<file path="config.mk">
export PLATFORM = sky130hd
export DESIGN_NAME = nav_deviation_indicator_slew
export DESIGN_NICKNAME = d
export VERILOG_FILES = /design/src/hw/rtl/ndis_pkg.sv /design/src/hw/rtl/ndis_slew.sv /design/src/hw/rtl/nav_deviation_indicator_slew.sv
export SDC_FILE = /design/constraint.sdc
export NUM_CORES = 2
export LEC_CHECK = 0
export ABC_AREA = 0
export ABC_CLOCK_PERIOD_IN_PS = 29900
export BUFFER_PORTS_ARGS = -buffer_cell sky130_fd_sc_hd__buf_2
export CELL_PAD_IN_SITES_DETAIL_PLACEMENT = 0
export CELL_PAD_IN_SITES_GLOBAL_PLACEMENT = 1
export CORE_ASPECT_RATIO = 0.6
export CORE_UTILIZATION = 54
export CTS_CLUSTER_DIAMETER = 30
export DETAILED_ROUTE_END_ITERATION = 12
export HOLD_SLACK_MARGIN = 0.03
export PLACE_DENSITY_LB_ADDON = 0.1
export SLEW_MARGIN = 20
export SYNTH_ARGS = -nofsm -noshare
export SYNTH_HDL_FRONTEND = slang
export SYNTH_HIERARCHICAL = 1
export SYNTH_SLANG_ARGS = --single-unit
</file>
<file path="constraint.sdc">
create_clock -name i_clk -period 29.9 [get_ports i_clk]
set_input_delay 5.98 -clock i_clk [delete_from_list [all_inputs] [get_ports i_clk]]
set_output_delay 5.98 -clock i_clk [all_outputs]
set_load 0.02 [all_outputs]
</file>
<file path="src/hw/rtl/ndis_pkg.sv">
package ndis_pkg;

    // fixed-point formats
    localparam int ANGLE_FRAC_BITS = 13;
    localparam int GAIN_FRAC_BITS  = 8;

    // angle constants at 16 and 17 fractional bits, scaled down to the angle format
    localparam int DEG85_Q16 = 97224;
    localparam int DEG95_Q16 = 108662;
    localparam int PI_Q17    = 411774;
    localparam int T85       = DEG85_Q16 >> (16 - ANGLE_FRAC_BITS);
    localparam int T95       = DEG95_Q16 >> (16 - ANGLE_FRAC_BITS);
    localparam int PI_Q      = ((PI_Q17 >> (16 - ANGLE_FRAC_BITS)) + 1) >> 1;

    // field widths
    localparam int ERR_W  = 16;
    localparam int GAIN_W = 20;
    localparam int PTR_W  = 8;
    localparam int LIM_W  = 7;
    localparam int CFG_IDX_W = 2;

    // internal widths: error after folding, product, target
    localparam int PI_W   = $clog2(PI_Q + 1) + 1;
    localparam int EXT_W  = ((ERR_W > PI_W) ? ERR_W : PI_W) + 1;
    localparam int SHIFT  = ANGLE_FRAC_BITS + GAIN_FRAC_BITS;
    localparam int PROD_W = EXT_W + GAIN_W;
    localparam int TGT_W  = PROD_W - SHIFT + 1;

    localparam logic signed [EXT_W-1:0] T85_S = EXT_W'(T85);
    localparam logic signed [EXT_W-1:0] T95_S = EXT_W'(T95);
    localparam logic signed [EXT_W-1:0] PI_S  = EXT_W'(PI_Q);

    // register reset values
    localparam logic [GAIN_W-1:0] ILS_COURSE_GAIN_RST = GAIN_W'(352025);
    localparam logic [GAIN_W-1:0] ILS_SLOPE_GAIN_RST  = GAIN_W'(314308);
    localparam logic [GAIN_W-1:0] VOR_COURSE_GAIN_RST = GAIN_W'(88006);
    localparam logic [LIM_W-1:0]  POINTER_LIMIT_RST   = LIM_W'(60);

    typedef enum logic [1:0] {
        FLAG_NONE = 2'd0,
        FLAG_OFF  = 2'd1,
        FLAG_TO   = 2'd2,
        FLAG_FROM = 2'd3
    } t_dir_flag;

    typedef enum logic [CFG_IDX_W-1:0] {
        REG_ILS_COURSE_GAIN = 2'd0,
        REG_ILS_SLOPE_GAIN  = 2'd1,
        REG_VOR_COURSE_GAIN = 2'd2,
        REG_POINTER_LIMIT   = 2'd3
    } t_cfg_reg;

    // sign * ((|e| * gain) >> SHIFT), truncates toward zero
    function automatic logic signed [TGT_W-1:0] apply_gain(
        input logic signed [EXT_W-1:0] e,
        input logic        [GAIN_W-1:0] gain
    );
        logic [EXT_W-1:0]  mag;
        logic [PROD_W-1:0] prod;
        logic [TGT_W-1:0]  res;
        mag  = e[EXT_W-1] ? EXT_W'(-e) : EXT_W'(e);
        prod = PROD_W'(mag) * PROD_W'(gain);
        res  = TGT_W'(prod >> SHIFT);
        return e[EXT_W-1] ? $signed(-res) : $signed(res);
    endfunction

endpackage

</file>
<file path="src/hw/rtl/ndis_slew.sv">
module ndis_slew (
    input  logic signed [ndis_pkg::TGT_W-1:0] i_target,
    input  logic signed [ndis_pkg::PTR_W-1:0] i_old,
    input  logic        [ndis_pkg::LIM_W-1:0] i_limit,
    output logic signed [ndis_pkg::PTR_W-1:0] o_ptr
);

    localparam int TW = ndis_pkg::TGT_W;
    localparam int PW = ndis_pkg::PTR_W;
    localparam int LW = ndis_pkg::LIM_W;

    logic signed [TW-1:0] old_ext;
    logic signed [PW:0]   old_w;
    logic signed [PW:0]   step;
    logic signed [PW:0]   lim_pos;
    logic signed [PW:0]   lim_neg;
    logic signed [PW:0]   clamped;

    assign old_ext = {{(TW - PW){i_old[PW-1]}}, i_old};
    assign old_w   = {i_old[PW-1], i_old};
    assign lim_pos = $signed({{(PW + 1 - LW){1'b0}}, i_limit});
    assign lim_neg = -lim_pos;

    // one pixel toward the target
    always_comb begin
        if (i_target > old_ext) begin
            step = old_w + (PW+1)'(1);
        end else if (i_target < old_ext) begin
            step = old_w - (PW+1)'(1);
        end else begin
            step = old_w;
        end
    end

    // saturate at the configured bound
    always_comb begin
        if (step > lim_pos) begin
            clamped = lim_pos;
        end else if (step < lim_neg) begin
            clamped = lim_neg;
        end else begin
            clamped = step;
        end
    end

    assign o_ptr = clamped[PW-1:0];

endmodule

</file>
<file path="src/hw/rtl/nav_deviation_indicator_slew.sv">
// An accepted input word passes through stage 1 and then the output register.
// Throughput: one word per cycle while the output is not stalled; stage 1 holds the
// gain products, stage 2 the slewed pointers, and the output register doubles as the pointer state.
// Reset (synchronous, active low): gains and limit to defaults, both pointers
// to zero, pipeline empty.
module nav_deviation_indicator_slew (
    input  logic        i_clk,
    input  logic        i_rst_n,
    // input stream
    input  logic        s_axis_tvalid,
    output logic        s_axis_tready,
    input  logic [31:0] s_axis_tdata,   // bearing_error[15:0], slope_error[31:16]
    input  logic [1:0]  s_axis_tuser,   // ils_mode[0], receiver_valid[1]
    // output stream
    output logic        m_axis_tvalid,
    input  logic        m_axis_tready,
    output logic [15:0] m_axis_tdata,   // course_pointer[7:0], slope_pointer[15:8]
    output logic [3:0]  m_axis_tuser,   // direction_flag[1:0], nav_valid[2], slope_valid[3]
    // configuration writes
    input  logic        i_cfg_valid,
    output logic        o_cfg_ready,
    input  logic [ndis_pkg::CFG_IDX_W-1:0] i_cfg_index,
    input  logic [ndis_pkg::GAIN_W-1:0]    i_cfg_data
);

    localparam int EW = ndis_pkg::EXT_W;
    localparam int TW = ndis_pkg::TGT_W;
    localparam int PW = ndis_pkg::PTR_W;
    localparam int GW = ndis_pkg::GAIN_W;
    localparam int LW = ndis_pkg::LIM_W;
    localparam int RW = ndis_pkg::ERR_W;

    // configuration registers
    logic [GW-1:0] r_ils_course_gain;
    logic [GW-1:0] r_ils_slope_gain;
    logic [GW-1:0] r_vor_course_gain;
    logic [LW-1:0] r_limit;

    assign o_cfg_ready = 1'b1;

    always_ff @(posedge i_clk) begin
        if (!i_rst_n) begin
            r_ils_course_gain <= ndis_pkg::ILS_COURSE_GAIN_RST;
            r_ils_slope_gain  <= ndis_pkg::ILS_SLOPE_GAIN_RST;
            r_vor_course_gain <= ndis_pkg::VOR_COURSE_GAIN_RST;
            r_limit           <= ndis_pkg::POINTER_LIMIT_RST;
        end else if (i_cfg_valid) begin
            unique case (ndis_pkg::t_cfg_reg'(i_cfg_index))
                ndis_pkg::REG_ILS_COURSE_GAIN: r_ils_course_gain <= i_cfg_data;
                ndis_pkg::REG_ILS_SLOPE_GAIN:  r_ils_slope_gain  <= i_cfg_data;
                ndis_pkg::REG_VOR_COURSE_GAIN: r_vor_course_gain <= i_cfg_data;
                ndis_pkg::REG_POINTER_LIMIT:   r_limit           <= i_cfg_data[LW-1:0];
            endcase
        end
    end

    // pipeline handshake
    logic r_s1_vld;
    logic r_out_vld;
    logic out_free;
    logic s1_adv;
    logic in_acc;

    assign out_free      = !r_out_vld || m_axis_tready;
    assign s1_adv        = r_s1_vld && out_free;
    assign s_axis_tready = !r_s1_vld || out_free;
    assign in_acc        = s_axis_tvalid && s_axis_tready;

    // unpack input word
    logic signed [EW-1:0] bearing;
    logic signed [EW-1:0] slope;
    logic                 ils;
    logic                 rx_valid;

    assign bearing  = EW'($signed(s_axis_tdata[RW-1:0]));
    assign slope    = EW'($signed(s_axis_tdata[2*RW-1:RW]));
    assign ils      = s_axis_tuser[0];
    assign rx_valid = s_axis_tuser[1];

    // VOR sector: TO within 85 deg, FROM beyond 95 deg with fold about +/-pi
    logic signed [EW-1:0] vor_err;
    ndis_pkg::t_dir_flag  vor_flag;

    always_comb begin
        vor_err  = bearing;
        vor_flag = ndis_pkg::FLAG_OFF;
        if (bearing >= -ndis_pkg::T85_S && bearing <= ndis_pkg::T85_S) begin
            vor_flag = ndis_pkg::FLAG_TO;
        end else if (bearing < -ndis_pkg::T95_S) begin
            vor_err  = -ndis_pkg::PI_S - bearing;
            vor_flag = ndis_pkg::FLAG_FROM;
        end else if (bearing > ndis_pkg::T95_S) begin
            vor_err  = ndis_pkg::PI_S - bearing;
            vor_flag = ndis_pkg::FLAG_FROM;
        end
    end

    // targets and flag for stage 1
    logic signed [EW-1:0] course_err;
    logic [GW-1:0]        course_gain;
    logic signed [TW-1:0] n_course_tgt;
    logic signed [TW-1:0] n_slope_tgt;
    ndis_pkg::t_dir_flag  n_flag;

    assign course_err  = ils ? bearing : vor_err;
    assign course_gain = ils ? r_ils_course_gain : r_vor_course_gain;

    always_comb begin
        n_course_tgt = '0;
        n_slope_tgt  = '0;
        n_flag       = ndis_pkg::FLAG_OFF;
        if (rx_valid) begin
            n_course_tgt = ndis_pkg::apply_gain(course_err, course_gain);
            if (ils) begin
                n_slope_tgt = ndis_pkg::apply_gain(slope, r_ils_slope_gain);
                n_flag      = ndis_pkg::FLAG_NONE;
            end else begin
                n_flag = vor_flag;
            end
        end
    end

    // stage 1 registers
    logic signed [TW-1:0] r_course_tgt;
    logic signed [TW-1:0] r_slope_tgt;
    ndis_pkg::t_dir_flag  r_s1_flag;
    logic                 r_s1_nav;
    logic                 r_s1_gs;

    always_ff @(posedge i_clk) begin
        if (!i_rst_n) begin
            r_s1_vld <= 1'b0;
        end else if (in_acc) begin
            r_s1_vld <= 1'b1;
        end else if (s1_adv) begin
            r_s1_vld <= 1'b0;
        end
    end

    always_ff @(posedge i_clk) begin
        if (in_acc) begin
            r_course_tgt <= n_course_tgt;
            r_slope_tgt  <= n_slope_tgt;
            r_s1_flag    <= n_flag;
            r_s1_nav     <= rx_valid;
            r_s1_gs      <= rx_valid && ils;
        end
    end

    // slew toward the targets from the current pointers
    logic signed [PW-1:0] r_course_ptr;
    logic signed [PW-1:0] r_slope_ptr;
    logic signed [PW-1:0] n_course_ptr;
    logic signed [PW-1:0] n_slope_ptr;

    ndis_slew u_course_slew (
        .i_target (r_course_tgt),
        .i_old    (r_course_ptr),
        .i_limit  (r_limit),
        .o_ptr    (n_course_ptr)
    );

    ndis_slew u_slope_slew (
        .i_target (r_slope_tgt),
        .i_old    (r_slope_ptr),
        .i_limit  (r_limit),
        .o_ptr    (n_slope_ptr)
    );

    // output register, pointers also serve as the slew state
    ndis_pkg::t_dir_flag r_out_flag;
    logic                r_out_nav;
    logic                r_out_gs;

    always_ff @(posedge i_clk) begin
        if (!i_rst_n) begin
            r_out_vld    <= 1'b0;
            r_course_ptr <= '0;
            r_slope_ptr  <= '0;
        end else begin
            if (s1_adv) begin
                r_out_vld    <= 1'b1;
                r_course_ptr <= n_course_ptr;
                r_slope_ptr  <= n_slope_ptr;
            end else if (m_axis_tready) begin
                r_out_vld <= 1'b0;
            end
        end
    end

    always_ff @(posedge i_clk) begin
        if (s1_adv) begin
            r_out_flag <= r_s1_flag;
            r_out_nav  <= r_s1_nav;
            r_out_gs   <= r_s1_gs;
        end
    end

    assign m_axis_tvalid = r_out_vld;
    assign m_axis_tdata  = {r_slope_ptr, r_course_ptr};
    assign m_axis_tuser  = {r_out_gs, r_out_nav, r_out_flag};

    // checks
    logic signed [PW:0] course_ext;
    logic signed [PW:0] slope_ext;
    logic signed [PW:0] lim_ext;

    assign course_ext = {r_course_ptr[PW-1], r_course_ptr};
    assign slope_ext  = {r_slope_ptr[PW-1], r_slope_ptr};
    assign lim_ext    = $signed({{(PW + 1 - LW){1'b0}}, r_limit});

    // each pointer moves by one step; a pointer left outside a lowered limit snaps onto the limit
    a_course_one_step: assert property (@(posedge i_clk) disable iff (!i_rst_n)
        $past(i_rst_n) && $stable(r_limit) && !$stable(r_course_ptr) |->
            (course_ext - $past(course_ext) == (PW+1)'(1)) ||
            (course_ext - $past(course_ext) == -(PW+1)'(1)) ||
            (course_ext == lim_ext) || (course_ext == -lim_ext))
        else $error("course pointer moved more than one step");

    a_slope_one_step: assert property (@(posedge i_clk) disable iff (!i_rst_n)
        $past(i_rst_n) && $stable(r_limit) && !$stable(r_slope_ptr) |->
            (slope_ext - $past(slope_ext) == (PW+1)'(1)) ||
            (slope_ext - $past(slope_ext) == -(PW+1)'(1)) ||
            (slope_ext == lim_ext) || (slope_ext == -lim_ext))
        else $error("slope pointer moved more than one step");

    a_s1_holds: assert property (@(posedge i_clk) disable iff (!i_rst_n)
        r_s1_vld && !out_free |=> r_s1_vld)
        else $error("stage 1 word lost while output stalled");

    a_flag_none_ils: assert property (@(posedge i_clk) disable iff (!i_rst_n)
        r_out_vld && r_out_flag == ndis_pkg::FLAG_NONE |-> r_out_gs && r_out_nav)
        else $error("NONE flag without valid ILS reception");

endmodule

</file>
==> run metrics <==
site row count=68; post-place setup slack=~13000 ps; Setup violations, final=0; worst path arrival time=17140 ps; min setup slack post-route=12960 ps; I/O Pins=84; FF-to-FF Start=r_ils_course_gain[9]; critical path's largest stage delay=740 ps; final cycle utilization of the critical path=56.7%; Worst Tran Pin Value=1130 ps; Synthesis Warnings=6; register area share after synthesis=9.44%; # DRC=0; Slew Viols, Final=0; status=finished clean; GRT met3 Usage=11.8%; fmax=0.0590 GHz; Mean Syn Cell Area=around 8.4 µm²; Final Hold Viols=0; clock tree buffer depth=2; GR Layer Usage met1=between 50% and 60%; largest net degree at the start of global routing=86; gr busiest metal=met1; Min-Delay Path Class=flip-flop to flip-flop; gp weighted congestion=1.00; Post-CTS Setup Inserts=0; TritonCTS clock tree=done; share of flip-flops with an asynchronous set or reset=0%; htree depth=4; # clock sinks=127; share of cells above drive strength 1=around 6.6%; Commonest cells post-synth=nand2_1 (704), inv_1 (664), fa_1 (534); first-pass GRT wire length=153000 µm; Slowest cell on crit path=xor2_1; drt first-iter violations=2428; cts bufs inserted=17; capture point of the worst path=r_course_tgt[15]; RSZ-0062 raised after global routing=no; R2R depth=22; Worst Setup End Kind=flip-flop; Post-synth top flop=dfxtp_1; clock skew=15.3 ps; crit path max fanout=25; drt pass-1 iters=8; Core Area=around 57000 µm²; Slew HR=22.7%; WP data required=30100 ps; largest cells by area after synthesis=fa_1 (34%), ha_1 (12%), nand2_1 (8.4%); met2 Use GR=44.6%; global-route usage over all layers=34.0%; Critical path origin=s_axis_tdata[0]; Post-Synthesis Cells=3739; DIE AREA=59100 µm²; TNS Setup=0 ps; Starting Density=54.6%; post-synth cell types=101; P&R area growth vs syn=6.03%; count leader, synth=nand2_1; Non-Filler Cell Area, Final=approximately 33000 µm²; end of the worst register-to-register path=r_course_tgt[15]; IO buf count=82; Top cell by count, worst path=fa_1; crit path launch type=input port; post_cts resized=0; register area=2960 µm²; CTS Root Cell=clkbuf_16; clock slew at reported path FFs=70 ps; Hold-fix buffers, CTS=0; r2r setup slk=21380 ps; Yosys top cell by area=fa_1; #FFs+latches synth=127; Die X=313 µm; Max Cap Viol=0; via/cell ratio=a little under 6; Routed wire per std cell=21.6 µm; Post-synth EDFFs=42; post-synth top area share=between 30% and 40%; Final HPWL DP=~80000 µm; Post-Route WL=between 90000 and 100000 µm; Overflow after GRT=0; post-layout minimum cycle time=around 17000 ps; Filler cells=a little over 5000; Antenna Nets Post-Route=0; Mapped Area=31400 µm²; initial antenna violation count=4; Setup CP Type=input port to flip-flop; area taken by multi-input logic gates=25400 µm²; number of global-route vias before repair=around 26000; via count of the routed design=between 20000 and 30000; DP Area=32600 µm²; chip height=189 µm; clock latency on the worst-skew pair=around 440 ps; nets=4664
registers in the layout, summed over array words and instances, names as in the netlist, 7 cells and up:
register	flops
r_slope_tgt	17
r_ils_course_gain	20
r_course_ptr	8
r_ils_slope_gain	20
r_vor_course_gain	20
r_limit	7
r_course_tgt	17
r_slope_ptr	8
critical path, delay by kind of cell:
| family | cells | cell delay (ps) |
|---|---|---|
| compound gates | 11 | 2270 |
| xor+xnor | 2 | 860 |
| fa+ha+maj | 9 | 4250 |
| buf+inv | 4 | 830 |
| simple gates | 10 | 2930 |
area by class of cell:
class,count,area share (%)
Inverter,665,7.50
Sequential cell,127,8.91
Tap cell,770,2.90
Antenna cell,3,0.0226
Timing Repair Buffer,136,2.45
Multi-Input combinational cell,2828,76.4
Clock buffer,18,1.29
Clock inverter,14,0.579
how the worst min path moves through the flow:
stage / from / to / cells after the start
CTS: r_s1_nav / r_out_nav / 0
floorplan: r_s1_flag[0] / r_out_flag[0] / 0
global placement: r_s1_nav / r_out_nav / 0
detailed placement: r_s1_flag[1] / r_out_flag[1] / 0
global route: r_s1_nav / r_out_nav / 0
finish: r_s1_flag[1] / r_out_flag[1] / 0
layout by cell type, fill, tap and decap left out, types with 21 or more instances in the layout:
cell,synthesis,final
a21boi_0,54,54
a21o_1,24,24
a21oi_1,115,114
and2_1,136,135
and3_1,23,23
buf_2,10,82
buf_4,4,54
conb_1,2,41
dfxtp_1,85,85
edfxtp_1,42,42
fa_1,534,534
ha_1,294,294
inv_1,664,664
mux2_2,21,21
mux2i_1,23,23
nand2_1,704,704
nand2b_1,21,21
nand3_1,67,67
nand4_1,28,28
nor2_1,171,171
nor2b_1,48,48
nor3_1,34,34
o21ai_0,87,87
or3_1,25,25
xnor2_1,70,70
xor2_1,45,44
per-layer routing:
layer | up-vias | routed length [µm]
met3 | 89 | 13200
met1 | 13000 | 46800
met2 | 1303 | 37500
li1 | 11800 | -
met4 | 2 | 1220
met5 | - | 7
stage by stage:
stage / util [%] / std cells / hold WS (ps)
2_1_floorplan: - / 3778 / 400
3_3_place_gp: 56.8 / 4526 / 404
3_5_place_dp: 56.8 / 4526 / 405
4_1_cts: 57.9 / 4558 / 421
5_1_grt: 57.9 / 4560 / 436
6_report: 57.9 / 4561 / 420
cell families (layout without fill, tap and decap cells):
group / after synthesis / in the layout / share of synthesized area [%]
AOI/OAI and AO/OA: 467 / 467 / 10.1
xor gates and xnor gates: 117 / 117 / 3.31
adders and majority gates: 828 / 828 / 45.8
buffers and inverters: 823 / 833 / 10.2
DFF: 127 / 127 / 9.44
muxes: 47 / 47 / 1.62
other: 2 / 44 / 0.0239
and+or+nand+nor: 1328 / 1328 / 19.5
Power is not shown: default switching activity piles up to over one toggle a cycle in this logic, so the estimate is an artifact.
